**src/design/rrts_pkg.sv**
```systemverilog
// shared constants, codes and types of the round robin task scheduler
// no dependencies; imported by rrts_alu and round_robin_task_scheduler
package rrts_pkg;

    localparam int NUM_TASKS = 4;
    localparam int NUM_SEMS  = 2;

    localparam int TASK_W = $clog2(NUM_TASKS + 1);
    localparam int TIDX_W = (NUM_TASKS > 1) ? $clog2(NUM_TASKS) : 1;
    localparam int SEM_IW = (NUM_SEMS > 1) ? $clog2(NUM_SEMS) : 1;
    localparam int WAIT_W = $clog2(NUM_SEMS + 1);
    localparam int TICK_W = 32;
    localparam int CMD_W  = 2;

    localparam logic [TASK_W-1:0] IDLE_TASK = TASK_W'(NUM_TASKS);
    localparam logic [TASK_W-1:0] LAST_TASK = TASK_W'(NUM_TASKS - 1);
    localparam logic [WAIT_W-1:0] NOT_WAITING = '0;

    localparam logic [CMD_W-1:0] CMD_TICK  = 2'd0;
    localparam logic [CMD_W-1:0] CMD_SLEEP = 2'd1;
    localparam logic [CMD_W-1:0] CMD_TAKE  = 2'd2;
    localparam logic [CMD_W-1:0] CMD_GIVE  = 2'd3;

    typedef struct packed {
        logic [TICK_W-1:0] dec;
        logic              zero;
    } alu_res_t;

endpackage

```
**src/design/rrts_alu.sv**
```systemverilog
// shared counter unit: decrement and zero test of one sleep counter
// depends on rrts_pkg
module rrts_alu
    import rrts_pkg::*;
(
    input  logic [TICK_W-1:0] operand,
    output alu_res_t          res
);

    assign res.zero = (operand == '0);
    assign res.dec  = operand - TICK_W'(1);

endmodule

```
**src/design/round_robin_task_scheduler.sv**
```systemverilog
// top level of the round robin task scheduler: sequencer, task table, output register
// depends on rrts_pkg and rrts_alu
//
// usage
//   input channel: command, sleep_ticks and semaphore_id move on a transfer
//   (in_valid high, in_stall low). in_stall is high while an event is being
//   worked on, so one event is handled at a time.
//   output channel: running_task, switched and rejected move on a transfer
//   (out_valid high, out_stall low); one result per event.
// sequencing
//   the sequencer walks the task entries one per clock through a single
//   counter unit (decrement and zero test). a tick is accepted, decrements
//   every nonzero sleep counter, runs the round robin search and finishes;
//   sleep and blocking take are accepted, search and finish; give is
//   accepted, scans the waiters and finishes; an event that needs no
//   search is accepted and finishes.
// reset
//   all sleep counters and wait marks clear, semaphores unavailable, task 0
//   running, no result pending.
// stall
//   a finished result waits in the output register; a held result blocks
//   only the finish step of the next event, which waits until it is taken.
module round_robin_task_scheduler
    import rrts_pkg::*;
(
    input  logic               clk,
    input  logic               rst_n,
    input  logic               in_valid,
    output logic               in_stall,
    input  logic [CMD_W-1:0]   command,
    input  logic [TICK_W-1:0]  sleep_ticks,
    input  logic               semaphore_id,
    output logic               out_valid,
    input  logic               out_stall,
    output logic [TASK_W-1:0]  running_task,
    output logic               switched,
    output logic               rejected
);

    // sequencer codes
    localparam logic [2:0] ST_IDLE  = 3'd0;
    localparam logic [2:0] ST_TICK  = 3'd1;
    localparam logic [2:0] ST_SCHED = 3'd2;
    localparam logic [2:0] ST_GIVE  = 3'd3;
    localparam logic [2:0] ST_DONE  = 3'd4;

    // round robin successor, wrapping after the idle task
    function automatic logic [TASK_W-1:0] next_task(input logic [TASK_W-1:0] t);
        next_task = (t >= IDLE_TASK) ? '0 : t + TASK_W'(1);
    endfunction

    logic [2:0]        state_reg, state_next;
    logic [TASK_W-1:0] idx_reg, idx_next;
    logic [TASK_W-1:0] cur_reg, cur_next;
    logic [TASK_W-1:0] before_reg, before_next;
    logic              sem_reg, sem_next;
    logic              rej_reg, rej_next;

    logic [TICK_W-1:0] sleep_left_reg [NUM_TASKS];
    logic [TICK_W-1:0] sleep_left_next [NUM_TASKS];
    logic [WAIT_W-1:0] waiting_on_reg [NUM_TASKS];
    logic [WAIT_W-1:0] waiting_on_next [NUM_TASKS];
    logic [NUM_SEMS-1:0] sem_av_reg, sem_av_next;

    logic              out_valid_reg, out_valid_next;
    logic [TASK_W-1:0] running_task_reg, running_task_next;
    logic              switched_reg, switched_next;
    logic              rejected_reg, rejected_next;

    logic [TIDX_W-1:0] rd_idx;
    logic [TIDX_W-1:0] cur_idx;
    logic              idx_is_task;
    logic              cand_ready;
    logic              cur_is_idle;
    logic              sem_ok_in;
    logic [WAIT_W-1:0] wait_code_in;
    logic [WAIT_W-1:0] wait_code_reg;
    logic              in_xfer;
    alu_res_t          alu_res;

    // the one counter unit, fed from the entry under the walk index
    rrts_alu u_alu (
        .operand (sleep_left_reg[rd_idx]),
        .res     (alu_res)
    );

    assign rd_idx        = idx_reg[TIDX_W-1:0];
    assign cur_idx       = cur_reg[TIDX_W-1:0];
    assign idx_is_task   = (idx_reg < IDLE_TASK);
    assign cand_ready    = !idx_is_task
                           || (alu_res.zero && waiting_on_reg[rd_idx] == NOT_WAITING);
    assign cur_is_idle   = (cur_reg >= IDLE_TASK);
    assign sem_ok_in     = (int'(semaphore_id) < NUM_SEMS);
    assign wait_code_in  = WAIT_W'(semaphore_id) + WAIT_W'(1);
    assign wait_code_reg = WAIT_W'(sem_reg) + WAIT_W'(1);

    assign in_stall = (state_reg != ST_IDLE);
    assign in_xfer  = in_valid && !in_stall;

    always_comb
    begin
        state_next        = state_reg;
        idx_next          = idx_reg;
        cur_next          = cur_reg;
        before_next       = before_reg;
        sem_next          = sem_reg;
        rej_next          = rej_reg;
        sleep_left_next   = sleep_left_reg;
        waiting_on_next   = waiting_on_reg;
        sem_av_next       = sem_av_reg;
        out_valid_next    = out_valid_reg && out_stall;
        running_task_next = running_task_reg;
        switched_next     = switched_reg;
        rejected_next     = rejected_reg;

        case (state_reg)
            ST_IDLE:
            begin
                if (in_xfer)
                begin
                    before_next = cur_reg;
                    sem_next    = semaphore_id;
                    rej_next    = 1'b0;
                    idx_next    = next_task(cur_reg);
                    state_next  = ST_DONE;
                    case (command)
                        CMD_TICK:
                        begin
                            idx_next   = '0;
                            state_next = ST_TICK;
                        end
                        CMD_SLEEP:
                        begin
                            if (cur_is_idle && sleep_ticks != '0)
                            begin
                                rej_next = 1'b1;
                            end
                            else
                            begin
                                if (!cur_is_idle)
                                begin
                                    sleep_left_next[cur_idx] = sleep_ticks;
                                end
                                state_next = ST_SCHED;
                            end
                        end
                        CMD_TAKE:
                        begin
                            if (sem_ok_in)
                            begin
                                if (sem_av_reg[SEM_IW'(semaphore_id)])
                                begin
                                    sem_av_next[SEM_IW'(semaphore_id)] = 1'b0;
                                end
                                else if (cur_is_idle)
                                begin
                                    rej_next = 1'b1;
                                end
                                else
                                begin
                                    waiting_on_next[cur_idx] = wait_code_in;
                                    state_next = ST_SCHED;
                                end
                            end
                        end
                        CMD_GIVE:
                        begin
                            if (sem_ok_in)
                            begin
                                idx_next   = '0;
                                state_next = ST_GIVE;
                            end
                        end
                        default:
                        begin
                            state_next = ST_DONE;
                        end
                    endcase
                end
            end
            // one counter per cycle through the shared decrementer
            ST_TICK:
            begin
                if (!alu_res.zero)
                begin
                    sleep_left_next[rd_idx] = alu_res.dec;
                end
                if (idx_reg == LAST_TASK)
                begin
                    idx_next   = next_task(cur_reg);
                    state_next = ST_SCHED;
                end
                else
                begin
                    idx_next = idx_reg + TASK_W'(1);
                end
            end
            // one candidate per cycle; the idle task always ends the search
            ST_SCHED:
            begin
                if (cand_ready)
                begin
                    cur_next   = idx_reg;
                    state_next = ST_DONE;
                end
                else
                begin
                    idx_next = next_task(idx_reg);
                end
            end
            // lowest-numbered waiter on the semaphore wins; with no waiter the semaphore becomes available
            ST_GIVE:
            begin
                if (waiting_on_reg[rd_idx] == wait_code_reg)
                begin
                    waiting_on_next[rd_idx] = NOT_WAITING;
                    cur_next   = idx_reg;
                    state_next = ST_DONE;
                end
                else if (idx_reg == LAST_TASK)
                begin
                    sem_av_next[SEM_IW'(sem_reg)] = 1'b1;
                    state_next = ST_DONE;
                end
                else
                begin
                    idx_next = idx_reg + TASK_W'(1);
                end
            end
            // wait for the output register to be free
            ST_DONE:
            begin
                if (!out_valid_reg || !out_stall)
                begin
                    out_valid_next    = 1'b1;
                    running_task_next = cur_reg;
                    switched_next     = (cur_reg != before_reg);
                    rejected_next     = rej_reg;
                    state_next        = ST_IDLE;
                end
            end
            default:
            begin
                state_next = ST_IDLE;
            end
        endcase
    end

    always_ff @(posedge clk or negedge rst_n)
    begin
        if (!rst_n)
        begin
            state_reg     <= ST_IDLE;
            idx_reg       <= '0;
            cur_reg       <= '0;
            out_valid_reg <= 1'b0;
            sem_av_reg    <= '0;
            for (int i = 0; i < NUM_TASKS; i++)
            begin
                sleep_left_reg[i] <= '0;
                waiting_on_reg[i] <= NOT_WAITING;
            end
        end
        else
        begin
            state_reg       <= state_next;
            idx_reg         <= idx_next;
            cur_reg         <= cur_next;
            out_valid_reg   <= out_valid_next;
            sem_av_reg      <= sem_av_next;
            sleep_left_reg  <= sleep_left_next;
            waiting_on_reg  <= waiting_on_next;
        end
    end

    // payload registers, no reset
    always_ff @(posedge clk)
    begin
        before_reg       <= before_next;
        sem_reg          <= sem_next;
        rej_reg          <= rej_next;
        running_task_reg <= running_task_next;
        switched_reg     <= switched_next;
        rejected_reg     <= rejected_next;
    end

    assign out_valid    = out_valid_reg;
    assign running_task = running_task_reg;
    assign switched     = switched_reg;
    assign rejected     = rejected_reg;

endmodule
```
**config.mk**
```make
export PLATFORM = sky130hd
export DESIGN_NAME = round_robin_task_scheduler
export DESIGN_NICKNAME = d
export VERILOG_FILES = /design/src/design/rrts_pkg.sv /design/src/design/rrts_alu.sv /design/src/design/round_robin_task_scheduler.sv
export SDC_FILE = /design/constraint.sdc
export NUM_CORES = 1
export LEC_CHECK = 0
export ABC_AREA = 1
export BUFFER_PORTS_ARGS = -buffer_cell sky130_fd_sc_hd__buf_4
export CORE_ASPECT_RATIO = 0.6
export CORE_MARGIN = 8
export CORE_UTILIZATION = 49
export DETAILED_ROUTE_END_ITERATION = 8
export GPL_TIMING_DRIVEN = 0
export PLACE_DENSITY = 0.63
export SLEW_MARGIN = 10
export SYNTH_ARGS = -nofsm -noshare
export SYNTH_HDL_FRONTEND = slang
export SYNTH_HIERARCHICAL = 1
export SYNTH_SLANG_ARGS = --single-unit
```
**constraint.sdc**
```tcl
create_clock -name clk -period 7.8 [get_ports clk]
set_clock_uncertainty 0.05 [all_clocks]
set_input_delay 0.39 -clock clk [delete_from_list [all_inputs] [get_ports clk]]
set_output_delay 0.39 -clock clk [all_outputs]
set_load 0.01 [all_outputs]
```
==> metrics.cfg, run 1 <==
[synth]
synth_area_per_cell_um2 = 7.064
yosys.area.top_type = dfrtp_1
synth.most_common_cell = nand2_1
async_flop_share_pct = 93.67
ys.flop_type = dfrtp_1
synth_warnings = 6
ys_seq_area_share_pct = 39.66
synth_fp_nets = 1483
syn_area_mm2 = 0.01009
netlist_top_cells_count = nand2_1, nand3_1, o22ai_1
synth.distinct_cells = 36
ys_ff_latch = 158
yosys.area.top_type_share_pct = 36.69
synthCells = 1429
synth_edf_count = 10
netlist_top_cells_area = dfrtp_1, nand2_1, o22ai_1

[setup_path]
end_kind = register
cp_max_fo = 10
reg2reg_depth = 16
path_cells = clkbuf_2 > clkinv_1 > clkbuf_1 > clkbuf_1 > nor2_1 > o22ai_1 > nor2_1 > nand2_1 > nor2_2 > nand4_1 > nor2_1 > a211oi_4 > nand2_1 > buf_6 > nand2_1 > nand2_1
crit_top_cell = nand2_1
startpoint_type = register
cpLargestDelayFamily = buffers and inverters
regToRegSetupSlack_ns = 3.23
r2r-start = idx_reg[0]
critPathSlowestCell = o22ai_1
rr_endpoint = sleep_left_reg[67]
worst-path-buf-inv = 5
critical_path_required_ns = 8.08
slowest_delay_ns = 0.56
critPathArrivalTime_ns = 4.85
path_class = register to register

[final_layout]
design_area_mm2 = 0.01144
final_cells = 1780
syn2layout_area_growth_pct = 13.34
fill_cells = 2031
nets = 1549
drive_gt1_share_pct = 9.091
largest_register_ffs = 128
antenna_cells = 0

[die]
die_h_um = 127.2
core_mm2 = 0.02012
row_count = 40
io_pins = 46
die_w_um = 201.3
die-area_mm2 = 0.02560
initial_utilization_pct = 50.17

[route]
wirelength_mm = 36.63
drtAntennaViolNets = 0
drtIter0Drc = 1277
wl_per_cell_um = 20.58
drtPass1Iterations = 8
viasPerCell = 5.956
vias = 10602
route.detailed.drc = 0

[cts]
cts_made_buffers = 17
cts_resized = 0
clkTransAtPathRegs_ns = 0.06
tritoncts = yes
numClockSinks = 158
cts-root-buf = clkbuf_16
clkLatencyLatePin_ns = 0.45
clockBufferDepth = 2
htreeDepth = 4

[sta]
maxSlewHeadroom_pct = 46.93
post-route-min-period_ns = 4.571
post-route-period-util_pct = 58.60
final.setup.worst_slack_ns = 3.229
slew_violations = 0
worst_pin_slew_ns = 0.7961
setup_viol = 0
tns_ns = 0
hold_viol_final = 0
rsz0062_at_grt = no
max_freq_mhz = 218.8

[global_route]
grt_pass1_vias = 9977
busiest_layer = met1
met1_usage_pct = 41.93
use_met2_pct = 38.75
grt_usage_pct = 28.37
use_met3_pct = 8.632
grt_remaining_overflow = 0
grt_max_degree = 84
grt_pass1_wl_mm = 56.74
antenna_found_initial = 0

[placed_design]
place_area_mm2 = 0.01081
gp_congestion = 0.9497
port_buffers = 45
hpwl_mm = 25.86
placed_cells = 1748
dp_slack_ns = 3.341

[hold_path]
min_path_type = input port to register
hold_depth = 1
whs_endpoint = sem_reg
hp-start = semaphore_id

[outcome]
outcome = complete, no violations

[pwr]
cellPowerDensity_mw_per_mm2 = 480.6
irDropWorstVdd_mv = 0.2113
p_leak_uw = 0.005689

[run]
drv_cap = 0

-- what timing repair did --
item | CTS | global route
buffers inserted | 0 | 0
hold buffers | 1 | 0
endpoints found under the hold margin | 65 | 0
-- metal layers --
metal  up-vias  wire [µm]
met1      4962      16600
met3        74       4648
li1       4900          -
met2       666      14590
met4         0        780
met5         -          0
-- where the power goes --
group	switching, µW	internal [µW]	leakage [µW]
sequential	184	1140	0.00209
clock	345	555	0.000304
combinational	2340	940	0.00329
-- layout make-up --
class | instances | area (µm²) | area share (%)
timing repair buffer | 47 | 382.9 | 3.346
clock buffer | 27 | 523.0 | 4.571
clock inverter | 4 | 98.84 | 0.8640
multi-input combinational | 1071 | 5149 | 45.00
tap | 273 | 341.6 | 2.986
sequential | 158 | 4004 | 35.00
inverter | 114 | 427.9 | 3.740
buffer | 86 | 514.2 | 4.495
-- cell usage in the layout, fill, tap and decap left out, types with 7 or more instances in the layout --
master       n
nand2_1    416
nand3_1    163
o22ai_1    160
nor2_1     151
dfrtp_1    148
inv_1      111
o21ai_0     79
clkbuf_1    56
buf_4       47
buf_6       23
clkbuf_16   17
ha_1        15
xnor2_1     13
o21ai_1     11
edfxtp_1    10
nor2_2      10
nand4_1      9
nand2_2      7
a21oi_1      7
-- per-stage QoR --
step | util (%) | hold WS [ns] | total power (µW)
floorplan | - | 0.04441 | 3488
global placement | 53.55 | 0.3608 | 4441
detailed placement | 53.73 | 0.3299 | 4476
CTS | 56.87 | 0.1017 | 5387
global route | 56.87 | 0.1049 | 5856
finish | 56.87 | 0.1165 | 5499
-- worst max-delay path by stage --
stage | start | slack (ns) | to | cells past startpoint
CTS | idx_reg[0] | 3.35 | sleep_left_reg[67] | 16
detailed placement | idx_reg[0] | 3.34 | sleep_left_reg[65] | 16
finish | idx_reg[0] | 3.23 | sleep_left_reg[67] | 16
floorplan | idx_reg[0] | 4.88 | sleep_left_reg[100] | 16
global route | idx_reg[0] | 3.03 | sleep_left_reg[72] | 16
global placement | idx_reg[0] | 3.33 | sleep_left_reg[80] | 16
-- cells by family after synthesis --
kind of cell,Yosys count,synth area share (%)
buffers and inverters,200,9.333
flip-flops,158,39.66
adder cells (fa/ha/maj),15,1.859
AO/OA/AOI/OAI,265,15.44
AND/OR/NAND/NOR,773,32.14
XOR/XNOR,18,1.562
Power figures use the tool's default switching activity.
==> run 2, diff against run 1 <==
==> constraint.sdc (replaced) <==
create_clock -name clk -period 4.7 [get_ports clk]
set_clock_uncertainty 0.05 [all_clocks]
set_input_delay 0.235 -clock clk [delete_from_list [all_inputs] [get_ports clk]]
set_output_delay 0.235 -clock clk [all_outputs]
set_load 0.01 [all_outputs]
==> run 2 against run 1 <==
Net effect:
- non-clock buffer count increased by 2
- utilization grew 0.11 points
- total power is 66% higher
- register-to-register slack worse by 3.0 ns
- first-iteration DRC count decreased by 8.5%
- sequential share of layout area fell by 0.065 points
- die area stayed put
- count of clock-buffer cells in the layout is the same
- final cell count is 0.11% higher
- combinational power grew 66%
- critical path type unchanged
==> metrics.cfg, run 2 (synthesized netlist as in run 1, its figures left out) <==
[setup_path]
critPathArrivalTime_ns = 4.71
end_kind = register
crit_top_cell = nand2_1
path_class = register to register
cp_max_fo = 10
critical_path_required_ns = 4.98
worst-path-buf-inv = 5
critPathSlowestCell = o22ai_1
startpoint_type = register
slowest_delay_ns = 0.55
path_cells = clkbuf_2 > clkinv_1 > clkbuf_1 > clkbuf_2 > nor2_1 > o22ai_1 > nor2_1 > nand2_1 > nor2_2 > nand4_1 > nor2_1 > a211oi_4 > nand2_1 > buf_6 > nand2_1 > nand2_1
cpLargestDelayFamily = buffers and inverters

[die]
core_mm2 = 0.02012
initial_utilization_pct = 50.17
io_pins = 46
die-area_mm2 = 0.02560
die_h_um = 127.2
row_count = 40
die_w_um = 201.3

[final_layout]
layout_commonest_cell = nand2_1
antenna_cells = 0
nets = 1551
final_cell_mix = nand2_1, nand3_1, o22ai_1
syn2layout_area_growth_pct = 13.55
post-route-util_pct = 56.97
drive_gt1_share_pct = 9.145
seq_area_mm2 = 0.004004
multi_input_area_mm2 = 0.005149
fill_cells = 2034
largest_register_ffs = 128

[hold_path]
min_path_type = input port to register

[route]
viasPerCell = 5.935
wl_per_cell_um = 20.59
met3_length_mm = 4.563
wirelength_mm = 36.69
drtIter0Drc = 1169
top_layer = met4
drtPass1Iterations = 5
route.detailed.drc = 0
drtAntennaViolNets = 0
drt-met1-wl_mm = 16.74
vias = 10576
wl_met2_mm = 14.66

[global_route]
grt_remaining_overflow = 0
grt_pass1_vias = 9987
grt_usage_pct = 28.40
antenna_found_initial = 0
grt_pass1_wl_mm = 56.79
grt_max_degree = 84

[placed_design]
port_buffers = 45
dp_slack_ns = 0.2413
gp_congestion = 0.9497
hpwl_mm = 25.86

[sta]
rsz0062_at_grt = no
whs_ns = 0.2012
max_freq_mhz = 225.6
final.setup.worst_slack_ns = 0.2668
worst_pin_slew_ns = 0.7899
tns_ns = 0
setup_viol = 0
hold_viol_final = 0
slew_violations = 0
maxSlewHeadroom_pct = 47.34
post-route-min-period_ns = 4.433
post-route-period-util_pct = 94.32

[cts]
cts_setup_buffers = 0
clkLatencyLatePin_ns = 0.45
clockBufferDepth = 2
cts_made_buffers = 17
numClockSinks = 158
htreeDepth = 4
cts-root-buf = clkbuf_16
clkTransAtPathRegs_ns = 0.06
tritoncts = yes

[pwr]
cellPowerDensity_mw_per_mm2 = 797.2
irDropWorstVdd_mv = 0.3533
p_leak_uw = 0.005701

[outcome]
outcome = complete, no violations

[run]
drv_cap = 0

## run 2: cell count changes in the layout (fill, tap and decap cells not counted)
cell / delta
dlygate4sd3_1: +2
clkbuf_1: -1
clkbuf_2: +1
## run 2: repair_timing
action	in CTS	in global routing
endpoints found under the hold margin	68	0
setup endpoints to repair	0	76
resized for setup	0	2
hold buffers	3	0
## run 2: metrics by stage
step           total power, µW  instance area (µm²)  cells
3_5_place_dp              7429                10810   1748
3_3_place_gp              7371                10770   1747
5_1_grt                   9721                11460   1782
2_1_floorplan             5789                10090   1429
6_report                  9138                11460   1782
4_1_cts                   8941                11460   1782
## run 2: worst paths after layout
kind                            slack, ns                 end       start  depth (start not counted)
min in group asynchronous            0.28  sleep_left_reg[16]       rst_n                          2
worst max-delay path                 0.27  sleep_left_reg[82]  idx_reg[0]                         16
worst max register to register       0.27  sleep_left_reg[82]  idx_reg[0]                         16
max in group asynchronous            3.49   waiting_on_reg[6]       rst_n                          3
worst min-delay path                 0.20             rej_reg    in_valid                          3
worst min register to register       0.37            rejected     rej_reg                          0
## run 2: worst register-to-register path: cells and delay by family (launching register included)
family	cells	cell delay [ns]
flops	1	0.40
buf+inv	5	1.62
simple gates	9	1.25
compound gates	2	0.99
## run 2: final cells by class
cell class                      instances  share of cell area (%)
Sequential cell                       158                   34.93
Buffer                                 86                   4.497
Multi-Input combinational cell       1071                   44.92
Clock buffer                           27                   4.563
Timing Repair Buffer                   49                   3.515
Clock inverter                          4                  0.8624
Inverter                              114                   3.733
Tap cell                              273                   2.980
## run 2: metal layers
metal / track usage [%] / vias up
li1: - / 4905
met1: 41.96 / 4955
met2: 38.81 / 644
met3: 8.632 / 72
met4: 8.644 / 0
met5: 0 / -
## run 2: power breakdown
group	internal, µW	total [µW]	switching [µW]	leakage (µW)
Sequential	1880	2190	304	0.00209
Clock	921	1490	574	0.000304
Combinational	1560	5450	3890	0.00331
==> run 3, diff against run 2 <==
--- a/config.mk
+++ b/config.mk
@@ -9,10 +9,10 @@
 export BUFFER_PORTS_ARGS = -buffer_cell sky130_fd_sc_hd__buf_4
 export CORE_ASPECT_RATIO = 0.6
 export CORE_MARGIN = 8
-export CORE_UTILIZATION = 49
+export CORE_UTILIZATION = 47
 export DETAILED_ROUTE_END_ITERATION = 8
 export GPL_TIMING_DRIVEN = 0
-export PLACE_DENSITY = 0.63
+export PLACE_DENSITY = 0.61
 export SLEW_MARGIN = 10
 export SYNTH_ARGS = -nofsm -noshare
 export SYNTH_HDL_FRONTEND = slang
==> run 3 against run 2 <==
Net effect:
- maximum frequency decreased by 1.0%
- sequential power about the same
- count of clock-buffer cells in the layout decreased by 4
- die area increased by 3.8%
- routed wire length increased by 1.6%
- critical path depth unchanged
- hold slack improved by 0.0074 ns
- worst setup slack got worse by 0.045 ns
- utilization decreased by 2.7 points
- design area decreased by 0.36%
- critical endpoint is now sleep_left_reg[118]
- non-clock buffer count unchanged
- global-route usage decreased by 0.34 points
==> metrics.cfg, run 3 (synthesized netlist as in run 1, its figures left out) <==
[sta]
slew_violations = 0
max_freq_mhz = 223.3
setup_viol = 0
post-route-period-util_pct = 95.29
whs_ns = 0.2085
rsz0062_at_grt = no
maxSlewHeadroom_pct = 49.51
hold_viol_final = 0
worst_pin_slew_ns = 0.7574
post-route-min-period_ns = 4.479
tns_ns = 0

[pwr]
p_int_uw = 4277
cellPowerDensity_mw_per_mm2 = 794.2
p_sw_uw = 4794
irDropWorstVdd_mv = 0.4137
p_sw_share_pct = 52.85
p_seq_share_pct = 24.1
p_leak_uw = 0.005673
clockPowerShare_pct = 15.7
pwr-share-comb_pct = 60.2

[setup_path]
path_class = register to register
end_kind = register
startpoint_type = register
cp_max_fo = 10
reg2reg_depth = 16
critPathArrivalTime_ns = 4.75
rr_endpoint = sleep_left_reg[118]
regToRegSetupSlack_ns = 0.22
critical_path_required_ns = 4.98
r2r-start = idx_reg[0]
critPathLaunch = idx_reg[0]
crit_end = sleep_left_reg[118]

[cts]
htreeDepth = 4
cts-root-buf = clkbuf_16
tritoncts = yes
clkTransAtPathRegs_ns = 0.06
numClockSinks = 158
cts_made_buffers = 17
cts_setup_buffers = 0
clkLatencyLatePin_ns = 0.45
clockBufferDepth = 2

[final_layout]
syn2layout_area_growth_pct = 13.14
final_cell_mix = nand2_1, nand3_1, o22ai_1
drive_gt1_share_pct = 9.157
nets = 1551
antenna_cells = 0
layout_commonest_cell = nand2_1
largest_register_ffs = 128

[global_route]
grt_pass1_wl_mm = 57.25
grt_pass1_vias = 9927
grt_usage_pct = 28.06
grt_max_degree = 91
antenna_found_initial = 0
grt_remaining_overflow = 0

[route]
wl_per_cell_um = 20.87
vias = 10590
route.detailed.drc = 0
drtIter0Drc = 1318
drtAntennaViolNets = 0
drtPass1Iterations = 6
viasPerCell = 5.929
wirelength_mm = 37.27

[run]
drv_cap = 0

[die]
die_w_um = 205.2
initial_utilization_pct = 48.00
io_pins = 46
row_count = 41
die-area_mm2 = 0.02658
die_h_um = 129.5
core_mm2 = 0.02103

[outcome]
outcome = complete, no violations

[hold_path]
min_path_type = input port to register

[placed_design]
hpwl_mm = 26.31
port_buffers = 45
gp_congestion = 0.9638

## run 3: changes by cell type in the layout (fill, tap and decap cells not counted), sizes merged
cell      change
clkinv        +2
clkbuf        -4
clkinvlp      +2
bufinv        -1
inv           -1
## run 3: worst max-delay path, stage by stage (launching register included)
cell,delay [ns]
dfrtp_1,0.41
clkbuf_2,0.22
clkinv_1,0.27
clkbuf_1,0.50
clkbuf_2,0.42
nor2_1,0.07
o22ai_1,0.55
nor2_1,0.13
nand2_1,0.20
nor2_2,0.11
nand4_1,0.09
nor2_1,0.14
a211oi_4,0.43
nand2_1,0.35
buf_6,0.27
nand2_1,0.06
nand2_1,0.05
## run 3: timing repair
action	4_1_cts	5_1_grt
endpoints found under the hold margin	61	0
setup endpoints to repair	0	107
hold buffers	3	0
resized for setup	0	2
## run 3: power by group through the flow
stage          Combinational [µW]  Clock (µW)  Sequential, µW
6_report                     5460        1420            2190
4_1_cts                      5270        1430            2180
2_1_floorplan                3680           0            2110
5_1_grt                      5920        1480            2250
3_5_place_dp                 5250           0            2190
3_3_place_gp                 5190           0            2190
## run 3: metrics by stage
step                total power, µW  utilization (%)  cells  setup WS (ns)  instance area, µm²
finish                         9071            54.30   1786         0.2213               11420
global route                   9644            54.30   1786        0.06039               11420
CTS                            8880            54.30   1786         0.2099               11420
detailed placement             7439            51.43   1754         0.2286               10820
global placement               7380            51.26   1753         0.2281               10780
floorplan                      5789                -   1429          1.778               10090
## run 3: area by class of cell
cell class	instances	area [µm²]
fill	2139	9612
sequential	158	4004
inverter	114	427.9
clock inverter	6	85.08
clock buffer	23	488.0
timing repair buffer	49	402.9
multi-input combinational	1071	5149
tap	279	349.1
buffer	86	515.5
## run 3: metal layers
layer / vias up / GRT usage (%) / share of wire (%)
met5: - / 0 / 0
met4: 0 / 7.286 / 1.7
met3: 47 / 5.957 / 11
met2: 584 / 39.10 / 40
met1: 5050 / 42.86 / 47
li1: 4909 / - / -
## run 3: worst min path at each step
| stage | cells after the start | slack (ns) | start | end |
|---|---|---|---|---|
| finish | 3 | 0.21 | in_valid | rej_reg |
| global route | 3 | 0.21 | in_valid | rej_reg |
| CTS | 5 | 0.20 | sleep_ticks[14] | sleep_left_reg[110] |
| detailed placement | 1 | 0.16 | rst_n | sleep_left_reg[112] |
| global placement | 0 | 0.35 | rej_reg | rejected |
| floorplan | 0 | -0.11 | rst_n | cur_reg[0] |
